File: src/hw/rtl/pn_pkg.sv
// ----------------------------------------------------------------------------
// Peak normalizer package
// Shared codes and the classification record passed from front to back.
// ----------------------------------------------------------------------------
package pn_pkg;

    localparam logic FUNC_MEASURE = 1'b0;
    localparam logic FUNC_SCALE   = 1'b1;

    typedef struct packed {
        logic neg;
        logic use_max;
        logic pass;
        logic last;
    } t_cls;

endpackage

File: src/hw/rtl/pn_if.sv
// ----------------------------------------------------------------------------
// Peak normalizer stream interfaces
// Valid/ready channels for sample beats in and scaled beats out.
// ----------------------------------------------------------------------------
interface pn_in_if #(
    parameter int SB = 16
);
    logic                 valid;
    logic                 ready;
    logic                 func;
    logic signed [SB-1:0] sample;
    logic                 region_end;

    modport source (output valid, output func, output sample, output region_end,
                    input ready);
    modport sink   (input valid, input func, input sample, input region_end,
                    output ready);
endinterface

interface pn_out_if #(
    parameter int SB = 16
);
    logic                 valid;
    logic                 ready;
    logic signed [SB-1:0] scaled;
    logic                 last;

    modport source (output valid, output scaled, output last, input ready);
    modport sink   (input valid, input scaled, input last, output ready);
endinterface

File: src/hw/rtl/pn_queue.sv
// ----------------------------------------------------------------------------
// Peak normalizer work queue
// Two-entry queue that decouples the classifying front from the divider.
// ----------------------------------------------------------------------------
module pn_queue #(
    parameter int W = 8
) (
    input  logic         i_clk,
    input  logic         i_rst_n,
    input  logic         i_valid,
    output logic         o_ready,
    input  logic [W-1:0] i_data,
    output logic         o_valid,
    input  logic         i_ready,
    output logic [W-1:0] o_data
);
    logic         r_v0;
    logic         r_v1;
    logic [W-1:0] r_d0;
    logic [W-1:0] r_d1;
    logic         push;
    logic         pop;

    assign o_ready = !r_v1;
    assign o_valid = r_v0;
    assign o_data  = r_d0;
    assign push    = i_valid && !r_v1;
    assign pop     = r_v0 && i_ready;

    always_ff @(posedge i_clk) begin
        if (!i_rst_n) begin
            r_v0 <= 1'b0;
            r_v1 <= 1'b0;
        end else if (pop) begin
            if (r_v1) begin
                r_d0 <= r_d1;
                r_v1 <= 1'b0;
            end else begin
                r_d0 <= i_data;
                r_v0 <= push;
            end
        end else if (push) begin
            if (!r_v0) begin
                r_d0 <= i_data;
                r_v0 <= 1'b1;
            end else begin
                r_d1 <= i_data;
                r_v1 <= 1'b1;
            end
        end
    end

    a_tail_needs_head: assert property (@(posedge i_clk) disable iff (!i_rst_n)
        r_v1 |-> r_v0)
        else $error("queue tail entry valid while head is empty");

endmodule

File: src/hw/rtl/pn_front.sv
// ----------------------------------------------------------------------------
// Peak normalizer front end
// Tracks the peaks in the measure pass and classifies scale pass beats.
// ----------------------------------------------------------------------------
module pn_front #(
    parameter int SB = 16
) (
    input  logic          i_clk,
    input  logic          i_rst_n,
    pn_in_if.sink         i_in,
    output logic          o_valid,
    input  logic          i_ready,
    output pn_pkg::t_cls  o_cls,
    output logic [SB-1:0] o_mag,
    output logic [SB-1:0] o_den,
    output logic [SB-1:0] o_raw
);
    import pn_pkg::*;

    localparam int PW = 2 * SB - 1;

    logic [SB-2:0] r_pp;
    logic [SB-1:0] r_pn;
    logic          accept;
    logic          neg;
    logic [SB-1:0] raw;
    logic [SB-1:0] mag;
    logic [PW-1:0] lhs;
    logic [PW-1:0] rhs;
    logic          use_max;
    logic          pass;

    assign i_in.ready = i_ready;
    assign accept     = i_in.valid && i_ready;

    assign raw = i_in.sample;
    assign neg = raw[SB-1];
    assign mag = neg ? (~raw + 1'b1) : raw;

    assign lhs     = {r_pn, {(SB-1){1'b0}}} - {{(SB-1){1'b0}}, r_pn};
    assign rhs     = {1'b0, r_pp, {(SB-1){1'b0}}};
    assign pass    = (r_pp == '0) && (r_pn == '0);
    assign use_max = (r_pp != '0) && ((r_pn == '0) || (lhs <= rhs));

    assign o_valid       = i_in.valid && (i_in.func == FUNC_SCALE);
    assign o_cls.neg     = neg;
    assign o_cls.use_max = use_max;
    assign o_cls.pass    = pass;
    assign o_cls.last    = i_in.region_end;
    assign o_mag         = mag;
    assign o_den         = use_max ? {1'b0, r_pp} : r_pn;
    assign o_raw         = raw;

    always_ff @(posedge i_clk) begin
        if (!i_rst_n) begin
            r_pp <= '0;
            r_pn <= '0;
        end else if (accept) begin
            if (i_in.func == FUNC_MEASURE) begin
                if (neg && (mag > r_pn)) begin
                    r_pn <= mag;
                end
                if (!neg && (mag[SB-2:0] > r_pp)) begin
                    r_pp <= mag[SB-2:0];
                end
            end else if (i_in.region_end) begin
                r_pp <= '0;
                r_pn <= '0;
            end
        end
    end

    a_peaks_clear: assert property (@(posedge i_clk) disable iff (!i_rst_n)
        (accept && (i_in.func == FUNC_SCALE) && i_in.region_end)
        |=> (r_pp == '0) && (r_pn == '0))
        else $error("peaks not cleared after the last scale beat");

endmodule

File: src/hw/rtl/pn_back.sv
// ----------------------------------------------------------------------------
// Peak normalizer back end
// Scales one classified beat with a restoring divider and holds the result.
// ----------------------------------------------------------------------------
module pn_back #(
    parameter int SB = 16
) (
    input  logic          i_clk,
    input  logic          i_rst_n,
    input  logic          i_q_valid,
    output logic          o_q_ready,
    input  pn_pkg::t_cls  i_cls,
    input  logic [SB-1:0] i_mag,
    input  logic [SB-1:0] i_den,
    input  logic [SB-1:0] i_raw,
    pn_out_if.source      o_out
);
    import pn_pkg::*;

    localparam int PW = 2 * SB - 1;
    localparam int CW = $clog2(SB + 1);
    localparam logic [SB-1:0] MINMAG = {1'b1, {(SB-1){1'b0}}};
    localparam logic [SB-1:0] MAXV   = {1'b0, {(SB-1){1'b1}}};
    localparam logic [1:0] ST_IDLE = 2'd0;
    localparam logic [1:0] ST_DIV  = 2'd1;
    localparam logic [1:0] ST_HOLD = 2'd2;

    logic [1:0]    r_state;
    logic [CW-1:0] r_cnt;
    logic [SB-1:0] r_rem;
    logic [SB-1:0] r_low;
    logic [SB-1:0] r_den;
    logic          r_neg;
    logic          r_last;
    logic [SB-1:0] r_res;
    logic          r_ovalid;
    logic [SB-1:0] r_scaled;
    logic          r_olast;

    logic [PW-1:0] prod;
    logic [SB-2:0] hi;
    logic [SB-1:0] lo;
    logic          sat_ld;
    logic [SB:0]   trial;
    logic [SB:0]   diff;
    logic          ge;
    logic [SB-1:0] n_rem;
    logic [SB-1:0] n_low;
    logic [SB-1:0] q_sat;
    logic [SB-1:0] res_div;
    logic          out_free;

    assign o_q_ready = (r_state == ST_IDLE);

    assign prod   = {i_mag, {(SB-1){1'b0}}}
                  - (i_cls.use_max ? {{(SB-1){1'b0}}, i_mag} : {PW{1'b0}});
    assign hi     = prod[PW-1:SB];
    assign lo     = prod[SB-1:0];
    assign sat_ld = ({1'b0, hi} >= i_den);

    assign trial = {r_rem, r_low[SB-1]};
    assign ge    = (trial >= {1'b0, r_den});
    assign diff  = trial - {1'b0, r_den};
    assign n_rem = ge ? diff[SB-1:0] : trial[SB-1:0];
    assign n_low = {r_low[SB-2:0], ge};

    always_comb begin
        if (r_neg) begin
            q_sat   = (n_low > MINMAG) ? MINMAG : n_low;
            res_div = ~q_sat + 1'b1;
        end else begin
            q_sat   = n_low[SB-1] ? MAXV : n_low;
            res_div = q_sat;
        end
    end

    assign out_free     = !r_ovalid || o_out.ready;
    assign o_out.valid  = r_ovalid;
    assign o_out.scaled = r_scaled;
    assign o_out.last   = r_olast;

    always_ff @(posedge i_clk) begin
        if (!i_rst_n) begin
            r_state  <= ST_IDLE;
            r_ovalid <= 1'b0;
        end else begin
            if ((r_state == ST_HOLD) && out_free) begin
                r_ovalid <= 1'b1;
                r_scaled <= r_res;
                r_olast  <= r_last;
            end else if (o_out.ready) begin
                r_ovalid <= 1'b0;
            end
            case (r_state)
                ST_IDLE: begin
                    if (i_q_valid) begin
                        r_neg  <= i_cls.neg;
                        r_last <= i_cls.last;
                        if (i_cls.pass) begin
                            r_res   <= i_raw;
                            r_state <= ST_HOLD;
                        end else if (sat_ld) begin
                            r_res   <= i_cls.neg ? MINMAG : MAXV;
                            r_state <= ST_HOLD;
                        end else begin
                            r_rem   <= {1'b0, hi};
                            r_low   <= lo;
                            r_den   <= i_den;
                            r_cnt   <= CW'(SB);
                            r_state <= ST_DIV;
                        end
                    end
                end
                ST_DIV: begin
                    r_rem <= n_rem;
                    r_low <= n_low;
                    r_cnt <= r_cnt - 1'b1;
                    if (r_cnt == CW'(1)) begin
                        r_res   <= res_div;
                        r_state <= ST_HOLD;
                    end
                end
                ST_HOLD: begin
                    if (out_free) begin
                        r_state <= ST_IDLE;
                    end
                end
                default: begin
                    r_state <= ST_IDLE;
                end
            endcase
        end
    end

    a_rem_below_den: assert property (@(posedge i_clk) disable iff (!i_rst_n)
        (r_state == ST_DIV) |-> (r_rem < r_den))
        else $error("divider remainder not below the divisor");

    a_cnt_live: assert property (@(posedge i_clk) disable iff (!i_rst_n)
        (r_state == ST_DIV) |-> (r_cnt != '0))
        else $error("divider running with an exhausted step count");

    a_hold_moves: assert property (@(posedge i_clk) disable iff (!i_rst_n)
        ((r_state == ST_HOLD) && out_free) |=> r_ovalid && (r_state == ST_IDLE))
        else $error("finished result not moved to the output register");

endmodule

File: src/hw/rtl/peak_normalizer.sv
// ----------------------------------------------------------------------------
// Peak normalizer
// Two-pass peak normalization of signed audio samples.
//
//   port    dir   payload                      beat
//   i_in    in    func, sample, region_end     one sample, either pass
//   o_out   out   scaled, last                 one scaled sample
//
// A measure pass beat is taken whenever the work queue has room.
// A scale pass beat goes through the back end in order: a load, SAMPLE_BITS
// restoring divider steps and a hand off to the output register;
// pass-through and saturated beats skip the divider steps.
// The queue holds two scale beats, so the input stalls only when it is full.
// Reset is synchronous and clears the peaks, the queue and the output valid.
// ----------------------------------------------------------------------------
module peak_normalizer #(
    parameter int SAMPLE_BITS = 16
) (
    input  logic     i_clk,
    input  logic     i_rst_n,
    pn_in_if.sink    i_in,
    pn_out_if.source o_out
);
    import pn_pkg::*;

    localparam int QW = $bits(t_cls) + 3 * SAMPLE_BITS;

    logic                   f_valid;
    logic                   f_ready;
    t_cls                   f_cls;
    logic [SAMPLE_BITS-1:0] f_mag;
    logic [SAMPLE_BITS-1:0] f_den;
    logic [SAMPLE_BITS-1:0] f_raw;
    logic                   b_valid;
    logic                   b_ready;
    t_cls                   b_cls;
    logic [SAMPLE_BITS-1:0] b_mag;
    logic [SAMPLE_BITS-1:0] b_den;
    logic [SAMPLE_BITS-1:0] b_raw;
    logic [QW-1:0]          q_in;
    logic [QW-1:0]          q_out;

    pn_front #(.SB(SAMPLE_BITS)) u_front (
        .i_clk   (i_clk),
        .i_rst_n (i_rst_n),
        .i_in    (i_in),
        .o_valid (f_valid),
        .i_ready (f_ready),
        .o_cls   (f_cls),
        .o_mag   (f_mag),
        .o_den   (f_den),
        .o_raw   (f_raw)
    );

    assign q_in = {f_cls, f_mag, f_den, f_raw};

    pn_queue #(.W(QW)) u_queue (
        .i_clk   (i_clk),
        .i_rst_n (i_rst_n),
        .i_valid (f_valid),
        .o_ready (f_ready),
        .i_data  (q_in),
        .o_valid (b_valid),
        .i_ready (b_ready),
        .o_data  (q_out)
    );

    assign {b_cls, b_mag, b_den, b_raw} = q_out;

    pn_back #(.SB(SAMPLE_BITS)) u_back (
        .i_clk     (i_clk),
        .i_rst_n   (i_rst_n),
        .i_q_valid (b_valid),
        .o_q_ready (b_ready),
        .i_cls     (b_cls),
        .i_mag     (b_mag),
        .i_den     (b_den),
        .i_raw     (b_raw),
        .o_out     (o_out)
    );

endmodule
File: src/flat_wrapper.sv
// flat-port wrapper written by rule: the top's interface ports become plain ports
module peak_normalizer_flat import pn_pkg::*;
#(
    parameter int SAMPLE_BITS = 16
)
  (i_clk, i_rst_n, i_in_valid, i_in_func, i_in_sample, i_in_region_end, i_in_ready, o_out_valid, o_out_scaled, o_out_last, o_out_ready);
  pn_in_if i_in_i ();
  pn_out_if o_out_i ();
  input  logic i_clk;
  input  logic i_rst_n;
  input wire logic [$bits(i_in_i.valid)-1:0] i_in_valid;
  input wire logic [$bits(i_in_i.func)-1:0] i_in_func;
  input wire logic [$bits(i_in_i.sample)-1:0] i_in_sample;
  input wire logic [$bits(i_in_i.region_end)-1:0] i_in_region_end;
  output wire logic [$bits(i_in_i.ready)-1:0] i_in_ready;
  output wire logic [$bits(o_out_i.valid)-1:0] o_out_valid;
  output wire logic [$bits(o_out_i.scaled)-1:0] o_out_scaled;
  output wire logic [$bits(o_out_i.last)-1:0] o_out_last;
  input wire logic [$bits(o_out_i.ready)-1:0] o_out_ready;
  assign i_in_i.valid = i_in_valid;
  assign i_in_i.func = i_in_func;
  assign i_in_i.sample = i_in_sample;
  assign i_in_i.region_end = i_in_region_end;
  assign i_in_ready = i_in_i.ready;
  assign o_out_valid = o_out_i.valid;
  assign o_out_scaled = o_out_i.scaled;
  assign o_out_last = o_out_i.last;
  assign o_out_i.ready = o_out_ready;
  peak_normalizer #(.SAMPLE_BITS(SAMPLE_BITS)) u_core (.i_clk(i_clk), .i_rst_n(i_rst_n), .i_in(i_in_i), .o_out(o_out_i));
endmodule
File: config.mk
export PLATFORM = sky130hd
export DESIGN_NAME = peak_normalizer_flat
export DESIGN_NICKNAME = d
export VERILOG_FILES = /design/src/hw/rtl/pn_pkg.sv /design/src/hw/rtl/pn_if.sv /design/src/hw/rtl/pn_queue.sv /design/src/hw/rtl/pn_front.sv /design/src/hw/rtl/pn_back.sv /design/src/hw/rtl/peak_normalizer.sv /design/src/flat_wrapper.sv
export SDC_FILE = /design/constraint.sdc
export NUM_CORES = 1
export LEC_CHECK = 0
export ABC_AREA = 1
export CORE_MARGIN = 10
export CORE_UTILIZATION = 55
export CTS_CLUSTER_SIZE = 10
export DETAILED_ROUTE_END_ITERATION = 16
export DONT_BUFFER_PORTS = 1
export PLACE_DENSITY = 0.75
export SYNTH_ARGS = -nofsm -noshare
export SYNTH_HDL_FRONTEND = slang
export SYNTH_SLANG_ARGS = --single-unit
File: constraint.sdc
create_clock -name i_clk -period 16.31 [get_ports i_clk]
set_clock_uncertainty 0.2 [all_clocks]
set_input_delay 1.631 -clock i_clk [delete_from_list [all_inputs] [get_ports i_clk]]
set_output_delay 1.631 -clock i_clk [all_outputs]
set_load 0.01 [all_outputs]
-- Word level (Yosys, flattened, before mapping)
Index checks and enable logic that the tools add are counted.
- add/subtract/negate cells: 6
- $lt $le $gt $ge: 6
- equality and inequality tests: 12
- mux-type cells: 46
- bitwise logic cells: 6
- reductions and logical operators: 36
- operators by type and width (cell ; number):
    16-bit 2-to-1 mux ; 20
    52-bit 2-to-1 mux ; 4
    16-bit case mux with 2 select lines ; 3
    31-bit by 16-bit subtractor with 31-bit output ; 2
    15-bit 2-to-1 mux ; 4
    16-bit by 1-bit adder with 16-bit output, second input constant ; 2
    16-bit NOT ; 2
    31-bit by 30-bit less-or-equal comparator with 1-bit output ; 1
    17-bit by 16-bit >= comparator with 1-bit output ; 1
    15-bit by 16-bit >= comparator with 1-bit output ; 1
    16-bit greater-than comparator ; 1
    16-bit greater-than comparator, second input constant ; 1
    16-bit zero test ; 1
    16-bit subtractor ; 1
    15-bit greater-than comparator ; 1
    15-bit zero test ; 1
    5-bit 2-to-1 mux ; 3
    3-bit AND reduction ; 5
    5-bit AND reduction ; 3
    15-bit nonzero test ; 1
    2-bit 2-to-1 mux ; 5
    2-bit inequality test, second input constant ; 5
    5-bit case mux with 2 select lines ; 1
    2-bit nonzero test ; 5
    other kinds (16) ; 38
- flip-flop bits (word level): 228
- bits of input ports: 22
- logic and storage cells: 129

-- Logic depth before layout (Yosys ltp)
Gate-level depths: netlist of run 1.
- depth after elaboration: 8
- mapped depth: 34
- depth with buffers taken out: 33

-- Modules after synthesis
A second synthesis of run 1 with hierarchy kept.
- cells, all modules: 1706
- area, all modules: 14266.2 um2
- modules (own cells, without submodules) (module ; instances ; cells each ; area an instance (um2) ; seq. area each (um2)):
    pn_back ; 1 ; 775 ; 6397.4 ; 2702.6
    pn_queue ; 1 ; 293 ; 3990.1 ; 3163.0
    pn_front ; 1 ; 638 ; 3878.7 ; 620.6

-- Least setup slack after synthesis of run 1
Ideal clock, no wire load.
- path kind: input port to flip-flop
- start point: input i_in_func
- end point: register u_core.u_queue.r_d0[10], in the netlist u_core.u_queue.o_data[10], enable pin
- library setup time: 532 ps
- arrival: 5792 ps
- path slack: 9786 ps
- stages on the path: 5
- buffers on the path: 1
- cell sequence: inv_1 -> clkbuf_1 -> nor2_1 -> inv_1 -> o31ai_1
- word-level cells in the longest chain between the ends: 4
- RTL lines (what ; RTL line ; RTL):
    start, declared ; flat_wrapper.sv:12 ; input wire logic [$bits(i_in_i.func)-1:0] i_in_func;
    1-bit logical AND ; pn_front.sv:45 ; assign o_valid = i_in.valid && (i_in.func == FUNC_SCALE);
    1-bit logical AND ; pn_queue.sv:27 ; assign push = i_valid && !r_v1;
    2-bit nonzero test (no line) ; - ;
    3-bit AND reduction (no line) ; - ;
    end signal, assigned ; pn_queue.sv:36 ; r_d0 <= r_d1;
    end signal, assigned ; pn_queue.sv:39 ; r_d0 <= i_data;
    end signal, assigned ; pn_queue.sv:44 ; r_d0 <= i_data;
    end, declared ; pn_queue.sv:19 ; logic [W-1:0] r_d0;
Every way passes these cells.
A chain may end at the register's enable or synchronous reset.

-- Final worst setup path of run 1
- start point: input i_in_sample[0]
- end point: register u_core.u_front.r_pp[11]
- word-level cells in the longest chain between the ends: 7
- elaborated cells on any way between the ends: 9
- RTL lines (what ; RTL line ; RTL):
    start, declared ; flat_wrapper.sv:13 ; input wire logic [$bits(i_in_i.sample)-1:0] i_in_sample;
    16-bit NOT ; pn_front.sv:38 ; assign mag = neg ? (~raw + 1'b1) : raw;
    16-bit by 1-bit adder with 16-bit output ; pn_front.sv:38 ;
    16-bit 2-to-1 mux ; pn_front.sv:38 ;
    named net u_core.f_mag[10] ; peak_normalizer.sv:31 ; logic [SAMPLE_BITS-1:0] f_mag;
    15-bit greater-than comparator ; pn_front.sv:63 ; if (!neg && (mag[SB-2:0] > r_pp)) begin
    1-bit logical AND ; pn_front.sv:63 ;
    2-bit nonzero test (no line) ; - ;
    3-bit AND reduction (no line) ; - ;
    end signal, assigned ; pn_front.sv:64 ; r_pp <= mag[SB-2:0];
    end, declared ; pn_front.sv:22 ; logic [SB-2:0] r_pp;
The timed path passes the listed nets, and every way through them passes these cells. The select of a mux whose other input is x is not followed.

==> out/metrics.yaml, run 1 <==
status:
  status: "completed"
logic_synthesis:
  synth_cell_types: 55
  netlist_top_cells_count: "nand2_1, inv_1, edfxtp_1"
  async_flop_share_pct: 0
  synth_edf_count: 188
  yosys-top-cells-area: "edfxtp_1, nand2_1, ha_1, inv_1, dfxtp_1"
  ys_seq_area_share_pct: 47.1
  synthMostInstantiatedCell: "nand2_1"
  ys_ff_latch: 224
  syn-cell-area_um2: 13500
  syn_nets: 1704
  synth_top_area_cell: "edfxtp_1"
  avgSynthCellArea_um2: 8.46
  synth_top_area_share_pct: 41.8
  ys_dominant_reg_cell: "edfxtp_1"
  synth_cells: 1597
  ys_warn_count: 0
layout:
  fin_nets: 1700
  diodes: 0
  area_growth_pct: 8.14
  layout-drive-gt1-share_pct: 7.32
place:
  pre_cts_ws_ns: 10.59
  gp_congestion: 0.958
  port_buffers: 0
  hpwlAfterDp_um: 25700
routing:
  met1_length_um: 14500
  ant_nets: 0
  drt_iter0_drc: 911
  first_pass_iters: 5
  highest_layer: "met4"
  vias_per_cell: 5.58
  num_vias: 10814
  wl_per_cell_um: 17.6
  drc: 0
  routed-wl-met2_um: 16200
  met3WireLength_um: 1800
  routed_wl_um: 34000
timing:
  rsz0062_at_grt: "no"
  tns_ns: 0
  tightest_slew_ns: 1.04
  max_freq_mhz: 187
  slew_viol_final: 0
  hold_viol: 0
  timing.final.crit_share_pct: 32.8
  setup_viol: 0
  period_needed_ns: 5.35
  worst_slack_ns: 10.96
  slew-limit-headroom_pct: 30.1
floorplan:
  initial_core_util_pct: 55.7
  num_rows: 57
  pin_count: 41
  die_area_um2: 31200
  die_height_um: 177
  chipWidth_um: 177
  coreArea_um2: 24200
min_path:
  hold_class: "reg2reg"
  min_path_cells: 0
clocking:
  post_cts_buffers: 0
  cts_made_buffers: 27
  cts_sinks: 224
  root_buffer: "clkbuf_16"
  path_clk_slew_ns: 0.06
  clock_latency_ns: 0.52
  cts_buffer_depth: 3
  cts_hold_buf: 0
  tritoncts: "done"
  cts-htree-levels: 1
  cts_resized: 0
grt:
  grt_pass1_vias: 10242
  grt_max_degree: 51
  grt_pass1_wl_um: 54500
  grt_usage_pct: 21.5
  antenna_found_initial: 0
  overflow: 0
run:
  maxCapViolations: 0
setup_path:
  critical_path_class: "in2reg"
  r2r_cells: 18
  crit_required_ns: 16.51
  worstSetupEndpointType: "register"
  worstSetupStartpointType: "primary input"
  cp_max_fo: 17
  arrival_ns: 5.55
power_and_ir_drop:
  powerDensity_nw_per_um2: 108
  p_leak_nw: 6.24
  irDropWorstVdd_mv: 0.0661
cell usage in the layout, fill, tap and decap left out, types with 4 or more instances in the layout:
cell type  instances
nand2_1          357
inv_1            196
edfxtp_1         188
nor2_1           141
a21oi_1          127
o21ai_0          117
nand3_1           85
ha_1              84
dfxtp_1           36
xor2_1            34
clkbuf_16         27
nor3_1            20
xnor2_1           20
or2_2             19
clkbuf_1          18
nand4_1           17
nor2_2            14
buf_4             14
nand2_2           12
nand3_2            8
o211ai_1           8
nor4_1             5
o31ai_1            5
inv_2              4
o21ai_1            4
nand3b_1           4
nor3_2             4
state kept, by name (all words and copies together) (netlist names):
signal	cells
u_core.u_back.o_out.last	1
u_core.u_back.o_out.scaled	16
u_core.u_back.o_out.valid	1
u_core.u_back.r_cnt	5
u_core.u_back.r_den	16
u_core.u_back.r_last	1
u_core.u_back.r_low	16
u_core.u_back.r_neg	1
u_core.u_back.r_rem	16
u_core.u_back.r_res	16
u_core.u_back.r_state	2
u_core.u_front.r_pn	16
u_core.u_front.r_pp	15
u_core.u_queue.o_data	50
u_core.u_queue.o_valid	1
u_core.u_queue.r_d1	50
u_core.u_queue.r_v1	1
area by class of cell:
| cell class | count | area (um^2) |
|---|---|---|
| Clock inverter | 3 | 15.0 |
| Timing Repair Buffer | 14 | 105 |
| Tap cell | 324 | 405 |
| Inverter | 202 | 758 |
| Fill cell | 2141 | 9650 |
| Sequential cell | 224 | 6370 |
| Multi-Input combinational cell | 1124 | 6190 |
| Clock buffer | 46 | 757 |
stage by stage:
step / hold WS [ns] / instances / total power, W / util, % / instance area (um^2)
after floorplan: 0.200 / 1597 / 0.000975 / - / 13500
after CTS: 0.214 / 1937 / 0.00159 / 60.2 / 14600
after detailed placement: 0.206 / 1888 / 0.00106 / 57.0 / 13800
after global routing: 0.225 / 1937 / 0.00166 / 60.2 / 14600
final: 0.215 / 1937 / 0.00158 / 60.2 / 14600
after global placement: 0.201 / 1888 / 0.00105 / 57.0 / 13800
kinds of logic (layout without fill, tap and decap cells):
group | Yosys count | in the layout | share of synthesized area, %
compound gates | 289 | 289 | 11.6
xor+xnor | 54 | 54 | 3.50
fa+ha+maj | 85 | 85 | 7.93
buf+inv | 249 | 265 | 7.25
flops | 224 | 224 | 47.1
simple gates | 696 | 696 | 22.6
where the power goes:
part	internal (W)	switching, W
Sequential	0.000667	0.0000343
Clock	0.000312	0.000217
Combinational	0.000117	0.000233
Total	0.00110	0.000484
worst max-delay path: stages:
cell	delay, ns
inv_1	0.15
ha_1	0.18
inv_1	0.05
nor2_1	0.18
nand3_1	0.12
nand3b_1	0.20
o31ai_1	0.39
xor2_1	0.56
ha_1	0.36
a21oi_1	0.13
o21ai_0	0.10
nand2_1	0.07
o211a_1	0.13
nand2_1	0.05
nand3_1	0.07
nand2_1	0.06
nand2_1	0.43
inv_1	0.32
o21ai_0	0.30
nor2_1	0.08
routing by layer:
layer,vias to the layer above,global-route usage (%)
li1,5368,-
met1,4973,28.1
met2,386,35.6
met3,87,2.58
met4,0,8.97
met5,-,0
path summary, 6_finish.rpt:
kind	slack [ns]	end	from
max	10.96	u_core.u_front.r_pp[11]$_SDFFE_PN0P_	i_in_sample[0]
min	0.22	u_core.u_back.o_out.scaled[4]$_DFFE_PP_	u_core.u_back.r_res[4]$_DFFE_PP_
max reg2reg	11.45	u_core.u_back.r_rem[0]$_DFFE_PP_	u_core.u_queue.o_data[50]$_DFFE_PP_
min reg2reg	0.22	u_core.u_back.o_out.scaled[4]$_DFFE_PP_	u_core.u_back.r_res[4]$_DFFE_PP_
Note: power is estimated with default switching activity, not from simulation.
==> run 2, diff against run 1 <==
--- a/config.mk
+++ b/config.mk
@@ -5,13 +5,13 @@
 export SDC_FILE = /design/constraint.sdc
 export NUM_CORES = 1
 export LEC_CHECK = 0
-export ABC_AREA = 1
+export ABC_AREA = 0
 export CORE_MARGIN = 10
 export CORE_UTILIZATION = 55
 export CTS_CLUSTER_SIZE = 10
 export DETAILED_ROUTE_END_ITERATION = 16
 export DONT_BUFFER_PORTS = 1
-export PLACE_DENSITY = 0.75
+export PLACE_DENSITY = 0.78
 export SYNTH_ARGS = -nofsm -noshare
 export SYNTH_HDL_FRONTEND = slang
 export SYNTH_SLANG_ARGS = --single-unit
==> constraint.sdc (replaced) <==
create_clock -name i_clk -period 4.3 [get_ports i_clk]
set_clock_uncertainty 0.2 [all_clocks]
set_input_delay 0.43 -clock i_clk [delete_from_list [all_inputs] [get_ports i_clk]]
set_output_delay 0.43 -clock i_clk [all_outputs]
set_load 0.01 [all_outputs]
==> run 2 against run 1 <==
Against the previous run:
- the flow now finishes with violations (negative setup slack)
- worst hold slack got worse by 0.20 ns
- utilization grew 5.0 points
- via count up 2.3%
- register-to-register slack lost 11 ns
- critical path type is now reg2reg
- critical endpoint is now u_core.u_queue.o_data[30]$_DFFE_PP_
==> out/metrics.yaml, run 2 <==
grt:
  grt_util_met2_pct: 40.0  # was 35.6%
  grt_max_degree: 51  # unchanged
  grt_usage_pct: 23.6  # was 21.5%
  use_met1_pct: 30.4  # was 28.1%
  overflow: 0  # unchanged
  grt_pass1_vias: 10595  # was 10.2k
  grt_busiest_layer: "met2"  # unchanged
  grt_pass1_wl_um: 59100  # was 54,500 um
  use_met3_pct: 2.52  # was 2.58%
  antenna_found_initial: 0  # unchanged
min_path:
  hold_class: "in2reg"  # was reg2reg
  holdPathEnd: "u_core.u_queue.r_d1[46]$_DFFE_PP_"  # was u_core.u_back.o_out.scaled[4]$_DFFE_PP_
  holdCritStartpoint: "i_in_sample[14]"  # was u_core.u_back.r_res[4]$_DFFE_PP_
  min_path_cells: 2  # was 0
routing:
  drt_iter0_drc: 1241  # was 911
  drc: 0  # unchanged
  vias_per_cell: 6.28  # was 5.58
  wl_per_cell_um: 21.8  # was 17.6 um
  num_vias: 11066  # was 10.8k
  ant_nets: 0  # unchanged
  routed_wl_um: 38400  # was 34,000 um
  first_pass_iters: 7  # was 5
layout:
  fin_area_um2: 15800  # was 14,600 um^2
  final_common_cell: "edfxtp_1"  # was nand2_1
  n_fill_cell: 1841  # was 2,141
  final_cell_mix: "edfxtp_1, nor2_1, nand2_1"  # was nand2_1, inv_1, edfxtp_1
  multi_input_area_um2: 6770  # was 6190 um^2
  utilization_pct: 65.3  # was 60.2%
  diodes: 0  # unchanged
  area_growth_pct: 17.4  # was 8.14%
  layout-drive-gt1-share_pct: 16.9  # was 7.32%
  final_cells: 1763  # was 1,937
  fin_nets: 1530  # was 1,700
  register_area_um2: 6380  # was 6370 um^2
setup_path:
  cp_common_cell: "or4_4"  # was nand2_1
  critical_path_class: "reg2reg"  # was in2reg
  worst_path_max_delay_cell: "or4_4"  # was xor2_1
  crit_required_ns: 4.37  # was 16.51 ns
  worstSetupStartpointType: "register"  # was primary input
  cp_max_fo: 8  # was 17
  slowest_delay_ns: 0.55  # was 0.56 ns
  worstSetupEndpointType: "register"  # unchanged
  arrival_ns: 4.38  # was 5.55 ns
  ff2ff_setup_slack_ns: -0.005  # was 11.45 ns
  r2r_cells: 17  # was 18
  worstSetupStartpoint: "u_core.u_front.r_pn[15]$_SDFFE_PN0P_"  # was i_in_sample[0]
  worstPathCellList: "inv_2, ha_4, nor3_2, o21ai_2, or4_4, nor3_4, buf_4, xnor2_2, ha_1, nand4_1, or4_4, a21oi_4, o31ai_2, o211ai_2, clkbuf_16, mux2i_2, mux2_4"  # was inv_1, ha_1, inv_1, nor2_1, nand3_1, nand3b_1, o31ai_1, xor2_1, ha_1, a21oi_1, o21ai_0, nand2_1, o211a_1, nand2_1, nand3_1, nand2_1, nand2_1, inv_1, o21ai_0, nor2_1
  r2r_start: "u_core.u_front.r_pn[15]$_SDFFE_PN0P_"  # was u_core.u_queue.o_data[50]$_DFFE_PP_
  r2r_end: "u_core.u_queue.o_data[30]$_DFFE_PP_"  # was u_core.u_back.r_rem[0]$_DFFE_PP_
timing:
  slew-limit-headroom_pct: 26.7  # was 30.1%
  tns_ns: -0.00886  # was 0 ns
  max_freq_mhz: 232
  hold_viol: 0  # unchanged
  timing.final.crit_share_pct: 100
  rsz0062_at_grt: "yes"  # was no
  period_needed_ns: 4.30
  slew_viol_final: 0  # unchanged
  setup_viol: 2  # was 0
  worst_slack_ns: -0.00463  # was 10.96 ns
  tightest_slew_ns: 1.10  # was 1.04 ns
power_and_ir_drop:
  intPower_w: 0.00416  # was 0.00110 W
  powerDensity_nw_per_um2: 364  # was 108 nW/um^2
  p_leak_nw: 5.99  # was 6.24 nW
  irDropWorstVdd_mv: 0.285  # was 0.0661 mV
  seqPwrFrac_pct: 43.2  # was 44.4%
  share_comb_of_total_power_pct: 21.8  # was 22.1%
  clockPowerShare_pct: 35.0  # was 33.5%
  p_switching_w: 0.00158  # was 0.000484 W
  p_sw_share_pct: 27.5  # was 30.6%
logic_synthesis:
  synth_cells: 1340  # was 1,597
  ys_warn_count: 0  # unchanged
  syn-cell-area_um2: 13400  # was 13,500 um^2
  avgSynthCellArea_um2: 10.0  # was 8.46 um^2
  synth_cell_types: 79  # was 55
  synth_top_area_cell: "edfxtp_1"  # unchanged
  netlist_top_cells_count: "edfxtp_1, nor2_1, nand2_1"  # was nand2_1, inv_1, edfxtp_1
  synthMostInstantiatedCell: "edfxtp_1"  # was nand2_1
  async_flop_share_pct: 0  # unchanged
  synth_top_area_share_pct: 42.0  # was 41.8%
  synth_edf_count: 188  # unchanged
  syn_nets: 1447  # was 1,704
  ys_seq_area_share_pct: 47.4  # was 47.1%
  ys_ff_latch: 224  # unchanged
  yosys-top-cells-area: "edfxtp_1, ha_1, dfxtp_1, a21oi_1, nor2_1"  # was edfxtp_1, nand2_1, ha_1, inv_1, dfxtp_1
  ys_dominant_reg_cell: "edfxtp_1"  # unchanged
clocking:
  root_buffer: "clkbuf_16"  # unchanged
  clock_latency_ns: 0.53  # was 0.52 ns
  tritoncts: "done"  # unchanged
  cts_buffer_depth: 3  # unchanged
  path_clk_slew_ns: 0.06  # about the same
  cts_sinks: 224  # unchanged
  cts_made_buffers: 26  # was 27
  cts-htree-levels: 1  # unchanged
floorplan:
  num_rows: 57  # unchanged
  chipWidth_um: 176  # was 177 um
  initial_core_util_pct: 55.6  # was 55.7%
  die_area_um2: 31100  # was 31,200 um^2
  pin_count: 41  # unchanged
  coreArea_um2: 24200  # about the same
  die_height_um: 176  # was 177 um
place:
  post_dp_cell_area_um2: 14400  # was 13,800 um^2
  hpwlAfterDp_um: 27400  # was 25,700 um
  gp_congestion: 1.07  # was 0.958
  port_buffers: 0  # unchanged
  place_inst: 1682  # was 1,888
status:
  violations: "negative setup slack"
  status: "finished, violations left"  # was completed
run:
  maxCapViolations: 0  # unchanged
## run 2: critical path, delay by kind of cell, from the launching register on
kind                       cells  cell delay, ns
and+or+nand+nor                5            1.51
AOI/OAI and AO/OA              4            0.66
adders and majority gates      2            0.47
buffers and inverters          3            0.44
muxes                          2            0.35
DFF                            1            0.33
xor gates and xnor gates       1            0.06
## run 2: layer usage
layer,up-vias,wire [um]
met5,-,0
met4,0,1860
met3,128,2520
met2,540,18500
met1,5309,15500
li1,5089,-
## run 2: per-stage QoR
stage / hold slack [ns] / power [W] / worst slack (ns)
CTS: 0.00642 / 0.00560 / 0.0133
finish: 0.0139 / 0.00575 / -0.00463
detailed placement: 0.205 / 0.00359 / -0.0556
global placement: 0.201 / 0.00356 / 0.0384
global route: 0.0225 / 0.00594 / -0.113
floorplan: 0.200 / 0.00328 / -0.184
## run 2: how the worst max path moves through the flow
stage | end | slack, ns
finish | u_core.u_queue.o_data[30]$_DFFE_PP_ | -0.005
global route | u_core.u_queue.o_data[27]$_DFFE_PP_ | -0.11
CTS | u_core.u_queue.o_data[20]$_DFFE_PP_ | 0.01
detailed placement | u_core.u_queue.o_data[26]$_DFFE_PP_ | -0.06
global placement | u_core.u_back.r_res[15]$_DFFE_PP_ | 0.04
floorplan | u_core.u_back.r_cnt[0]$_SDFFCE_PN0P_ | -0.18
## run 2: cells by family (layout without fill, tap and decap cells)
kind of cell	count (synthesis)	count (layout)	share of synthesized area, %
multiplexers	59	59	5.09
buffers and inverters	168	267	4.91
XOR/XNOR	61	61	3.98
flip-flops	224	224	47.4
AND/OR/NAND/NOR	431	431	15.8
adder cells (fa/ha/maj)	85	85	7.97
AO/OA/AOI/OAI	312	312	14.8
## run 2: layout make-up
| type | count | share of cell area, % |
|---|---|---|
| Multi-Input combinational cell | 948 | 42.9 |
| Sequential cell | 224 | 40.4 |
| Timing Repair Buffer | 123 | 6.92 |
| Clock buffer | 44 | 4.75 |
| Tap cell | 324 | 2.57 |
| Inverter | 100 | 2.38 |
## run 2: power by group through the flow
stage	registers, W	logic, W	clock network [W]
after floorplan	0.00250	0.000782	0
after global placement	0.00252	0.00104	0
after detailed placement	0.00252	0.00106	0
after CTS	0.00248	0.00110	0.00202
after global routing	0.00249	0.00135	0.00210
final	0.00248	0.00125	0.00201
## run 2: repair_timing
| action | in CTS | in global routing |
|---|---|---|
| pin swaps | 1 | 14 |
| setup endpoints to repair | 70 | 90 |
| endpoints found under the hold margin | 61 | 0 |
| cloned | 0 | 2 |
| gates resized for setup | 2 | 53 |
| buffers inserted | 1 | 15 |
| hold buffers | 20 | 0 |
